==> config.mk <==
export PLATFORM = sky130hd
export DESIGN_NAME = lqr_closed_loop_state_step
export DESIGN_NICKNAME = d
export VERILOG_FILES = /design/src/hw/rtl/lqrcl_pkg.sv /design/src/hw/rtl/lqr_closed_loop_state_step.sv /design/src/hw/rtl/lqrcl_seq.sv
export SDC_FILE = /design/constraint.sdc
export NUM_CORES = 2
export LEC_CHECK = 0
export ABC_AREA = 1
export BUFFER_PORTS_ARGS = -buffer_cell sky130_fd_sc_hd__buf_2
export CAP_MARGIN = 0
export CORE_ASPECT_RATIO = 1.4
export CORE_MARGIN = 2
export CORE_UTILIZATION = 50
export CTS_CLUSTER_DIAMETER = 60
export DETAILED_ROUTE_END_ITERATION = 6
export PLACE_DENSITY = 0.66
export SLEW_MARGIN = 20
export SYNTH_ARGS = -nofsm -noshare
export SYNTH_HDL_FRONTEND = slang
export SYNTH_SLANG_ARGS = --single-unit
==> constraint.sdc <==
create_clock -name clk -period 16.55 [get_ports clk]
set_clock_uncertainty 0.15 [all_clocks]
set_input_delay 1.655 -clock clk [delete_from_list [all_inputs] [get_ports clk]]
set_output_delay 1.655 -clock clk [all_outputs]
set_load 0.02 [all_outputs]
==> src/hw/rtl/lqrcl_pkg.sv <==
// Shared types, register codes and microcode table for the LQR state step block.
`default_nettype none

package lqrcl_pkg;

  localparam int STATE_COUNT = 4;
  localparam int LANE_W      = 16;
  localparam int STEP_W      = 4;

  typedef logic [1:0]        idx_t;
  typedef logic [STEP_W-1:0] step_t;

  localparam idx_t LAST_IDX = idx_t'(STATE_COUNT - 1);

  // configuration register indexes
  typedef enum logic [2:0] {
    REG_A_ROW0      = 3'd0,
    REG_A_ROW1      = 3'd1,
    REG_A_ROW2      = 3'd2,
    REG_A_ROW3      = 3'd3,
    REG_B_COLUMN    = 3'd4,
    REG_K_ROW       = 3'd5,
    REG_SETPOINT    = 3'd6,
    REG_STEP_SIZE   = 3'd7
  } reg_idx_t;

  // datapath micro-operations
  typedef enum logic [3:0] {
    UOP_NOP,   // no datapath action
    UOP_ERR,   // e = x - setpoint, clear accumulator and flag
    UOP_BK,    // prod = B[row] * K[col]
    UOP_MS,    // mcoef = A[row][col] * 256 - prod
    UOP_ME,    // prod = mcoef * e[col]
    UOP_ACC,   // acc += prod
    UOP_DRND,  // d = round(acc >> 16)
    UOP_DTS,   // prod = d * Ts
    UOP_UPD,   // x[row] = sat(x[row] + round(prod >> 16))
    UOP_OUT    // present result
  } uop_t;

  typedef enum logic [1:0] {
    JMP_NONE,
    JMP_COL,   // loop over columns until the last one
    JMP_ROW    // loop over rows until the last one
  } jmp_t;

  typedef struct packed {
    uop_t  op;
    jmp_t  jmp;
    step_t target;
  } uword_t;

  typedef struct packed {
    uop_t op;
    idx_t row;
    idx_t col;
  } ctrl_t;

  localparam step_t STEP_ROW_START = step_t'(1);

  function automatic uword_t ucode_rom(step_t s);
    uword_t w;
    case (s)
      4'd0:    w = '{op: UOP_ERR,  jmp: JMP_NONE, target: '0};
      4'd1:    w = '{op: UOP_BK,   jmp: JMP_NONE, target: '0};
      4'd2:    w = '{op: UOP_MS,   jmp: JMP_NONE, target: '0};
      4'd3:    w = '{op: UOP_ME,   jmp: JMP_NONE, target: '0};
      4'd4:    w = '{op: UOP_ACC,  jmp: JMP_COL,  target: STEP_ROW_START};
      4'd5:    w = '{op: UOP_DRND, jmp: JMP_NONE, target: '0};
      4'd6:    w = '{op: UOP_DTS,  jmp: JMP_NONE, target: '0};
      4'd7:    w = '{op: UOP_UPD,  jmp: JMP_ROW,  target: STEP_ROW_START};
      4'd8:    w = '{op: UOP_OUT,  jmp: JMP_NONE, target: '0};
      default: w = '{op: UOP_NOP,  jmp: JMP_NONE, target: '0};
    endcase
    return w;
  endfunction

endpackage

`default_nettype wire

==> src/hw/rtl/lqr_closed_loop_state_step.sv <==
// Top level of the four-state discrete LQR closed-loop state step.
`default_nettype none

// Four-state LQR closed-loop update in signed Q8.8. Each input transfer carries
// a measurement that replaces one element of the kept state x, then the block
// computes x += round(round((A*256 - B*K) * (x - setpoint)) * Ts), saturating
// each element to Q8.8, and returns one selected element plus a flag that is set
// if any element clamped. The result is valid the cycle after the last microcode
// step. The steps run on the single shared 36x18 multiplier: per state row, four
// B*K and four M*e multiplies with their subtract and accumulate steps, then one
// Ts scaling. s_tready is low while an item is in work. The result sits in an
// output register, so a new item is taken while a result waits for m_tready;
// only the final present step waits if the previous result has not been taken.
// Configuration (cfg_wen/cfg_index/cfg_data) must be written only while idle;
// the user is bound to this, the block does not enforce it. The configuration
// registers, the sequencer, the state and m_tvalid reset to zero; the working
// and output data registers do not.
module lqr_closed_loop_state_step #(
  parameter int COEF_WIDTH = 16   // used low bits of each 16-bit lane, 8..16
) (
  input  wire logic        clk,
  input  wire logic        rst,
  // input stream
  input  wire logic        s_tvalid,
  output logic             s_tready,
  input  wire logic [23:0] s_tdata,   // [15:0] measurement, [17:16] state_select,
                                      // [19:18] output_select, [23:20] zero
  // result stream
  output logic             m_tvalid,
  input  wire logic        m_tready,
  output logic [15:0]      m_tdata,   // [15:0] next_value
  output logic             m_tuser,   // [0] saturated
  // configuration write port
  input  wire logic        cfg_wen,
  input  wire logic [2:0]  cfg_index,
  input  wire logic [63:0] cfg_data
);
  import lqrcl_pkg::*;

  // ---------------- configuration registers ----------------
  logic [63:0] a_row [STATE_COUNT];
  logic [63:0] b_column;
  logic [63:0] k_row;
  logic [63:0] setpoint_vector;
  logic [15:0] step_size;

  always_ff @(posedge clk) begin
    if (rst) begin
      for (int r = 0; r < STATE_COUNT; r++) a_row[r] <= '0;
      b_column        <= '0;
      k_row           <= '0;
      setpoint_vector <= '0;
      step_size       <= '0;
    end else if (cfg_wen) begin
      case (reg_idx_t'(cfg_index))
        REG_A_ROW0:    a_row[0]        <= cfg_data;
        REG_A_ROW1:    a_row[1]        <= cfg_data;
        REG_A_ROW2:    a_row[2]        <= cfg_data;
        REG_A_ROW3:    a_row[3]        <= cfg_data;
        REG_B_COLUMN:  b_column        <= cfg_data;
        REG_K_ROW:     k_row           <= cfg_data;
        REG_SETPOINT:  setpoint_vector <= cfg_data;
        REG_STEP_SIZE: step_size       <= cfg_data[15:0];
        default: ;
      endcase
    end
  end

  // Pick lane k of a packed word, keep the low COEF_WIDTH bits, sign-extend.
  function automatic logic signed [LANE_W-1:0] lane(logic [63:0] w, idx_t k);
    logic signed [COEF_WIDTH-1:0] t;
    t = w[LANE_W*k +: COEF_WIDTH];
    return LANE_W'(t);
  endfunction

  // ---------------- handshake and sequencer ----------------
  ctrl_t ctrl;
  logic  busy;
  logic  in_xfer;
  logic  stall;

  assign s_tready = !busy;
  assign in_xfer  = s_tvalid && s_tready;
  assign stall    = m_tvalid && !m_tready;   // previous result not yet taken

  lqrcl_seq u_seq (
    .clk   (clk),
    .rst   (rst),
    .start (in_xfer),
    .stall (stall),
    .ctrl  (ctrl),
    .busy  (busy)
  );

  // ---------------- datapath ----------------
  logic signed [15:0] state_vec [STATE_COUNT];
  logic signed [16:0] e_vec [STATE_COUNT];   // x - setpoint, Q8.8 in 17 bits
  logic signed [31:0] mcoef;                 // A*256 - B*K, Q.16
  logic signed [51:0] acc;                   // sum M*e, Q.24
  logic signed [35:0] dval;                  // rounded row sum, Q.8
  logic signed [53:0] prod;                  // shared multiplier output register
  idx_t               osel;
  logic signed [15:0] out_val;
  logic               sat;

  logic signed [15:0] a_lane, b_lane, k_lane;
  logic signed [35:0] mul_a;
  logic signed [17:0] mul_b;
  logic signed [53:0] mul_p;
  logic signed [31:0] mcoef_next;
  logic signed [35:0] dval_next;
  logic signed [37:0] delta;
  logic signed [37:0] nv_wide;
  logic signed [15:0] nv;
  logic               nv_clamped;

  assign a_lane = lane(a_row[ctrl.row], ctrl.col);
  assign b_lane = lane(b_column, ctrl.row);
  assign k_lane = lane(k_row, ctrl.col);

  // Operand select for the one multiplier.
  always_comb begin
    case (ctrl.op)
      UOP_BK: begin
        mul_a = 36'(b_lane);
        mul_b = 18'(k_lane);
      end
      UOP_ME: begin
        mul_a = 36'(mcoef);
        mul_b = 18'(e_vec[ctrl.col]);
      end
      UOP_DTS: begin
        mul_a = dval;
        mul_b = $signed({2'b00, step_size});
      end
      default: begin
        mul_a = '0;
        mul_b = '0;
      end
    endcase
  end

  assign mul_p = mul_a * mul_b;

  // |B*K| <= 2^30 and |A*256| <= 2^23, so the difference fits 32 bits.
  assign mcoef_next = (32'(a_lane) <<< 8) - prod[31:0];
  assign dval_next  = 36'((acc + 52'sd32768) >>> 16);
  assign delta      = 38'((prod + 54'sd32768) >>> 16);
  assign nv_wide    = 38'(state_vec[ctrl.row]) + delta;

  always_comb begin
    nv_clamped = 1'b0;
    nv         = nv_wide[15:0];
    if (nv_wide > 38'sd32767) begin
      nv         = 16'sh7fff;
      nv_clamped = 1'b1;
    end else if (nv_wide < -38'sd32768) begin
      nv         = -16'sh8000;
      nv_clamped = 1'b1;
    end
  end

  // State vector: measurement write on transfer, row writes during the update.
  always_ff @(posedge clk) begin
    if (rst) begin
      for (int r = 0; r < STATE_COUNT; r++) state_vec[r] <= '0;
    end else if (in_xfer) begin
      state_vec[s_tdata[17:16]] <= $signed(s_tdata[15:0]);
    end else if (ctrl.op == UOP_UPD) begin
      state_vec[ctrl.row] <= nv;
    end
  end

  // Working registers, no reset needed.
  always_ff @(posedge clk) begin
    if (in_xfer) osel <= s_tdata[19:18];
    case (ctrl.op)
      UOP_ERR: begin
        for (int r = 0; r < STATE_COUNT; r++)
          e_vec[r] <= 17'(state_vec[r]) - 17'(lane(setpoint_vector, idx_t'(r)));
        acc <= '0;
        sat <= 1'b0;
      end
      UOP_BK, UOP_ME, UOP_DTS: prod <= mul_p;
      UOP_MS:   mcoef <= mcoef_next;
      UOP_ACC:  acc <= acc + 52'(prod);
      UOP_DRND: dval <= dval_next;
      UOP_UPD: begin
        sat <= sat | nv_clamped;
        acc <= '0;
        if (ctrl.row == osel) out_val <= nv;
      end
      default: ;
    endcase
  end

  // ---------------- output register ----------------
  logic present;
  assign present = (ctrl.op == UOP_OUT) && !stall;

  always_ff @(posedge clk) begin
    if (rst) begin
      m_tvalid <= 1'b0;
    end else if (present) begin
      m_tvalid <= 1'b1;
    end else if (m_tready) begin
      m_tvalid <= 1'b0;
    end
  end

  always_ff @(posedge clk) begin
    if (present) begin
      m_tdata <= out_val;
      m_tuser <= sat;
    end
  end

endmodule

`default_nettype wire

==> src/hw/rtl/lqrcl_seq.sv <==
// Microcode sequencer: step counter, row/column loop counters and control word fetch.
`default_nettype none

module lqrcl_seq (
  input  wire logic          clk,
  input  wire logic          rst,
  input  wire logic          start,
  input  wire logic          stall,
  output lqrcl_pkg::ctrl_t   ctrl,
  output logic               busy
);
  import lqrcl_pkg::*;

  step_t  step, step_next;
  idx_t   row, row_next;
  idx_t   col, col_next;
  logic   busy_next;
  uword_t uw;

  assign uw = ucode_rom(step);

  always_comb begin
    step_next = step;
    row_next  = row;
    col_next  = col;
    busy_next = busy;
    if (start) begin
      busy_next = 1'b1;
      step_next = '0;
      row_next  = '0;
      col_next  = '0;
    end else if (busy && !(uw.op == UOP_OUT && stall)) begin
      case (uw.jmp)
        JMP_COL: begin
          if (col != LAST_IDX) begin
            col_next  = col + idx_t'(1);
            step_next = uw.target;
          end else begin
            col_next  = '0;
            step_next = step + step_t'(1);
          end
        end
        JMP_ROW: begin
          if (row != LAST_IDX) begin
            row_next  = row + idx_t'(1);
            step_next = uw.target;
          end else begin
            row_next  = '0;
            step_next = step + step_t'(1);
          end
        end
        default: step_next = step + step_t'(1);
      endcase
      if (uw.op == UOP_OUT) busy_next = 1'b0;
    end
  end

  always_ff @(posedge clk) begin
    if (rst) begin
      busy <= 1'b0;
      step <= '0;
      row  <= '0;
      col  <= '0;
    end else begin
      busy <= busy_next;
      step <= step_next;
      row  <= row_next;
      col  <= col_next;
    end
  end

  always_comb begin
    ctrl.op  = busy ? uw.op : UOP_NOP;
    ctrl.row = row;
    ctrl.col = col;
  end

endmodule

`default_nettype wire

==> impl_metrics.env <==
export IMPL_slew_violations=0
export IMPL_period_minus_slack_ns=10.05
export IMPL_grt_max_degree=137
export IMPL_synth_area_leader_cell="edfxtp_1"
export IMPL_hold_buffers=0
export IMPL_setup_viol=0
export IMPL_cts_tree="done"
export IMPL_dieArea_mm2=0.1377
export IMPL_design_area_mm2=0.07244
export IMPL_synth_flop_cell="edfxtp_1"
export IMPL_cts_num_sinks=827
export IMPL_viasPerCell=5.566
export IMPL_fmax_mhz=99.49
export IMPL_antenna_found_initial=4
export IMPL_ys_types=69
export IMPL_cp_arrival_ns=10.38
export IMPL_async_flop_share=0
export IMPL_holdCritPathClass="reg2reg"
export IMPL_synth_area_mm2=0.06737
export IMPL_grt_pass1_wl_mm=320.2
export IMPL_syn_num_nets=9075
export IMPL_timing_hold_ws_ns=0.2602
export IMPL_synth_area_leaders="edfxtp_1 (27%), fa_1 (19%), inv_1 (9.3%)"
export IMPL_cts_setup_buffers=0
export IMPL_clkPwrFrac=0.381
export IMPL_ioPinCount=115
export IMPL_crit_type="reg2reg"
export IMPL_power_switching_w=0.001427
export IMPL_tns_ns=0
export IMPL_placed_area_mm2=0.06963
export IMPL_seqPwrFrac=0.477
export IMPL_grt_pass1_vias=55280
export IMPL_portBuffers=110
export IMPL_drive_gt1_frac=0.05549
export IMPL_maxCapViolCount=0
export IMPL_coreArea_mm2=0.1339
export IMPL_worstSkewPairLatency_ns=0.69
export IMPL_status="finished, violations left"
export IMPL_drc=1
export IMPL_ir_drop_v=0.00007919
export IMPL_initial_utilization=0.5032
export IMPL_dp_hpwl_mm=159.6
export IMPL_cp_start_kind="flip-flop"
export IMPL_yosys_warnings=0
export IMPL_wl_mm=210.6
export IMPL_rsz0062_at_grt="no"
export IMPL_area_growth_pct=7.518
export IMPL_maxSlewHeadroom=0.2288
export IMPL_wire_per_inst_um=21.39
export IMPL_drt_iter0_markers=4758
export IMPL_synthCells=8041
export IMPL_power_leakage_nw=34.51
export IMPL_cts_buffers=83
export IMPL_synth_edf_count=598
export IMPL_chipHeight_um=438.3
export IMPL_fin_nets=9038
export IMPL_p_int_w=0.003672
export IMPL_p_comb_frac=0.142
export IMPL_finalHoldViolations=0
export IMPL_cts_clk_slew_worst_paths_ns=0.06
export IMPL_path_max_fanout=36
export IMPL_switching_share=0.2799
export IMPL_netlist_area_leader_share=0.2665
export IMPL_cts_max_level=3
export IMPL_violations="design-rule violations"
export IMPL_seq_area_frac_synth=0.3346
export IMPL_dp_cells=9690
export IMPL_cts_buffer_depth=3
export IMPL_synth_seq_cells=827
export IMPL_power_density_mw_per_mm2=70.39
export IMPL_critPathRequiredTime_ns=16.88
export IMPL_die_w_um=314.2
export IMPL_cp_slowest_cell="a221oi_1"
export IMPL_mostFrequentLayoutCell="inv_1"
export IMPL_cpPeakStageDelay_ns=0.89
export IMPL_post_cts_resize_count=0
export IMPL_overflow=0
export IMPL_fin_crit_sh=0.6073
export IMPL_gp_congestion=0.9690
export IMPL_clk_root_buffer_cell="clkbuf_16"
export IMPL_dr_pass1_iters=7
export IMPL_ant_nets=0
export IMPL_crit_top_cell="inv_1"
export IMPL_mostFrequentLayoutCells="inv_1 (1,657), nand2_1 (1,436), nor2_1 (766)"
export IMPL_grt_usage=0.3067
export IMPL_avgSynthCellArea_um2=8.379
export IMPL_tightest_slew_ns=1.157
export IMPL_layoutNonFillerInstCount=9849
export IMPL_vias=54820
export IMPL_fp_row_count=159
export IMPL_endpoint_kind="flip-flop"
layer usage:
layer,track usage,up-vias,routed length [um],part of all wire
met5,0,-,22,0.00010
met4,0.1906,4,15110,0.072
met3,0.03756,594,13660,0.065
met2,0.5486,2032,107200,0.51
met1,0.3463,26800,74610,0.35
li1,-,25390,-,-
path summary, 6_finish.rpt:
path | startpoint | end | slack [ns] | cells after the start
worst min-delay path | out_val[12] | m_tdata[12] | 0.26 | 0
worst max register to register | u_seq.uw[8] | prod[52] | 6.50 | 30
worst max-delay path | u_seq.uw[8] | prod[52] | 6.50 | 30
worst min register to register | out_val[12] | m_tdata[12] | 0.26 | 0
critical path, delay by kind of cell, from the launching register on:
kind                     cells  cell delay (ns)
adder cells (fa/ha/maj)      7             3.73
AO/OA/AOI/OAI                3             1.25
AND/OR/NAND/NOR              9             1.67
XOR/XNOR                     1             0.29
buffers and inverters       10             2.19
flip-flops                   1             0.47
through the flow:
step             util  power, W  setup slack, ns
5_1_grt        0.5410  0.005264            6.116
4_1_cts        0.5409  0.005098            6.469
3_3_place_gp   0.5201  0.003171            6.623
2_1_floorplan       -  0.002943            9.332
3_5_place_dp   0.5201  0.003186            6.511
6_report       0.5410  0.005099            6.499
state kept, by name (all words and copies together) (netlist names), named ones only:
signal           cells
a_row              256
acc                 52
b_column            64
dval                36
e_vec               68
k_row               64
m_tdata             16
m_tuser              1
m_tvalid             1
mcoef               32
osel                 2
out_val             16
prod                54
sat                  1
setpoint_vector     64
state_vec           64
step_size           16
u_seq.busy           1
u_seq.col            2
u_seq.row            2
u_seq.step           4
u_seq.uw             7
cells in the mapped netlist (23+ instances only):
cell	number
inv_1	1661
nand2_1	1442
nor2_1	769
fa_1	623
edfxtp_1	598
a21oi_1	589
o21ai_0	571
ha_1	315
dfxtp_1	229
clkbuf_1	204
nand3_1	192
xor2_1	146
buf_2	105
xnor2_1	76
o221ai_1	59
a31oi_1	56
nor3_1	46
o22ai_1	40
a221o_1	34
o21a_1	30
nand2_2	28
nand4_1	27
nor4_1	23
kinds of logic (layout without fill, tap and decap cells):
logic type | count (synthesis) | after routing | synth area share
AOI/OAI and AO/OA | 1470 | 1470 | 0.1216
xor gates and xnor gates | 225 | 225 | 0.02975
adders and majority gates | 938 | 938 | 0.2436
buffers and inverters | 1993 | 2026 | 0.1136
DFF | 827 | 827 | 0.3346
other | 0 | 4 | 0
and+or+nand+nor | 2588 | 2588 | 0.1569
final cells by class:
type / instances / area [um2]
flip-flops and latches: 827 / 22550
clock buffers: 117 / 2380
fillers: 12350 / 61450
well taps: 1771 / 2216
multi-input cells: 5221 / 37350
repair buffers: 199 / 1231
clock inverters: 38 / 410.4
diodes: 4 / 10.01
inverters: 1672 / 6284
power by group through the flow:
stage	Combinational, W	Sequential [W]	Clock, W
3_5_place_dp	0.000710	0.00248	0
6_report	0.000724	0.00243	0.00194
5_1_grt	0.000796	0.00244	0.00203
2_1_floorplan	0.000486	0.00246	0
4_1_cts	0.000715	0.00243	0.00195
3_3_place_gp	0.000699	0.00247	0
No activity file was read; power rests on OpenSTA's default activity.
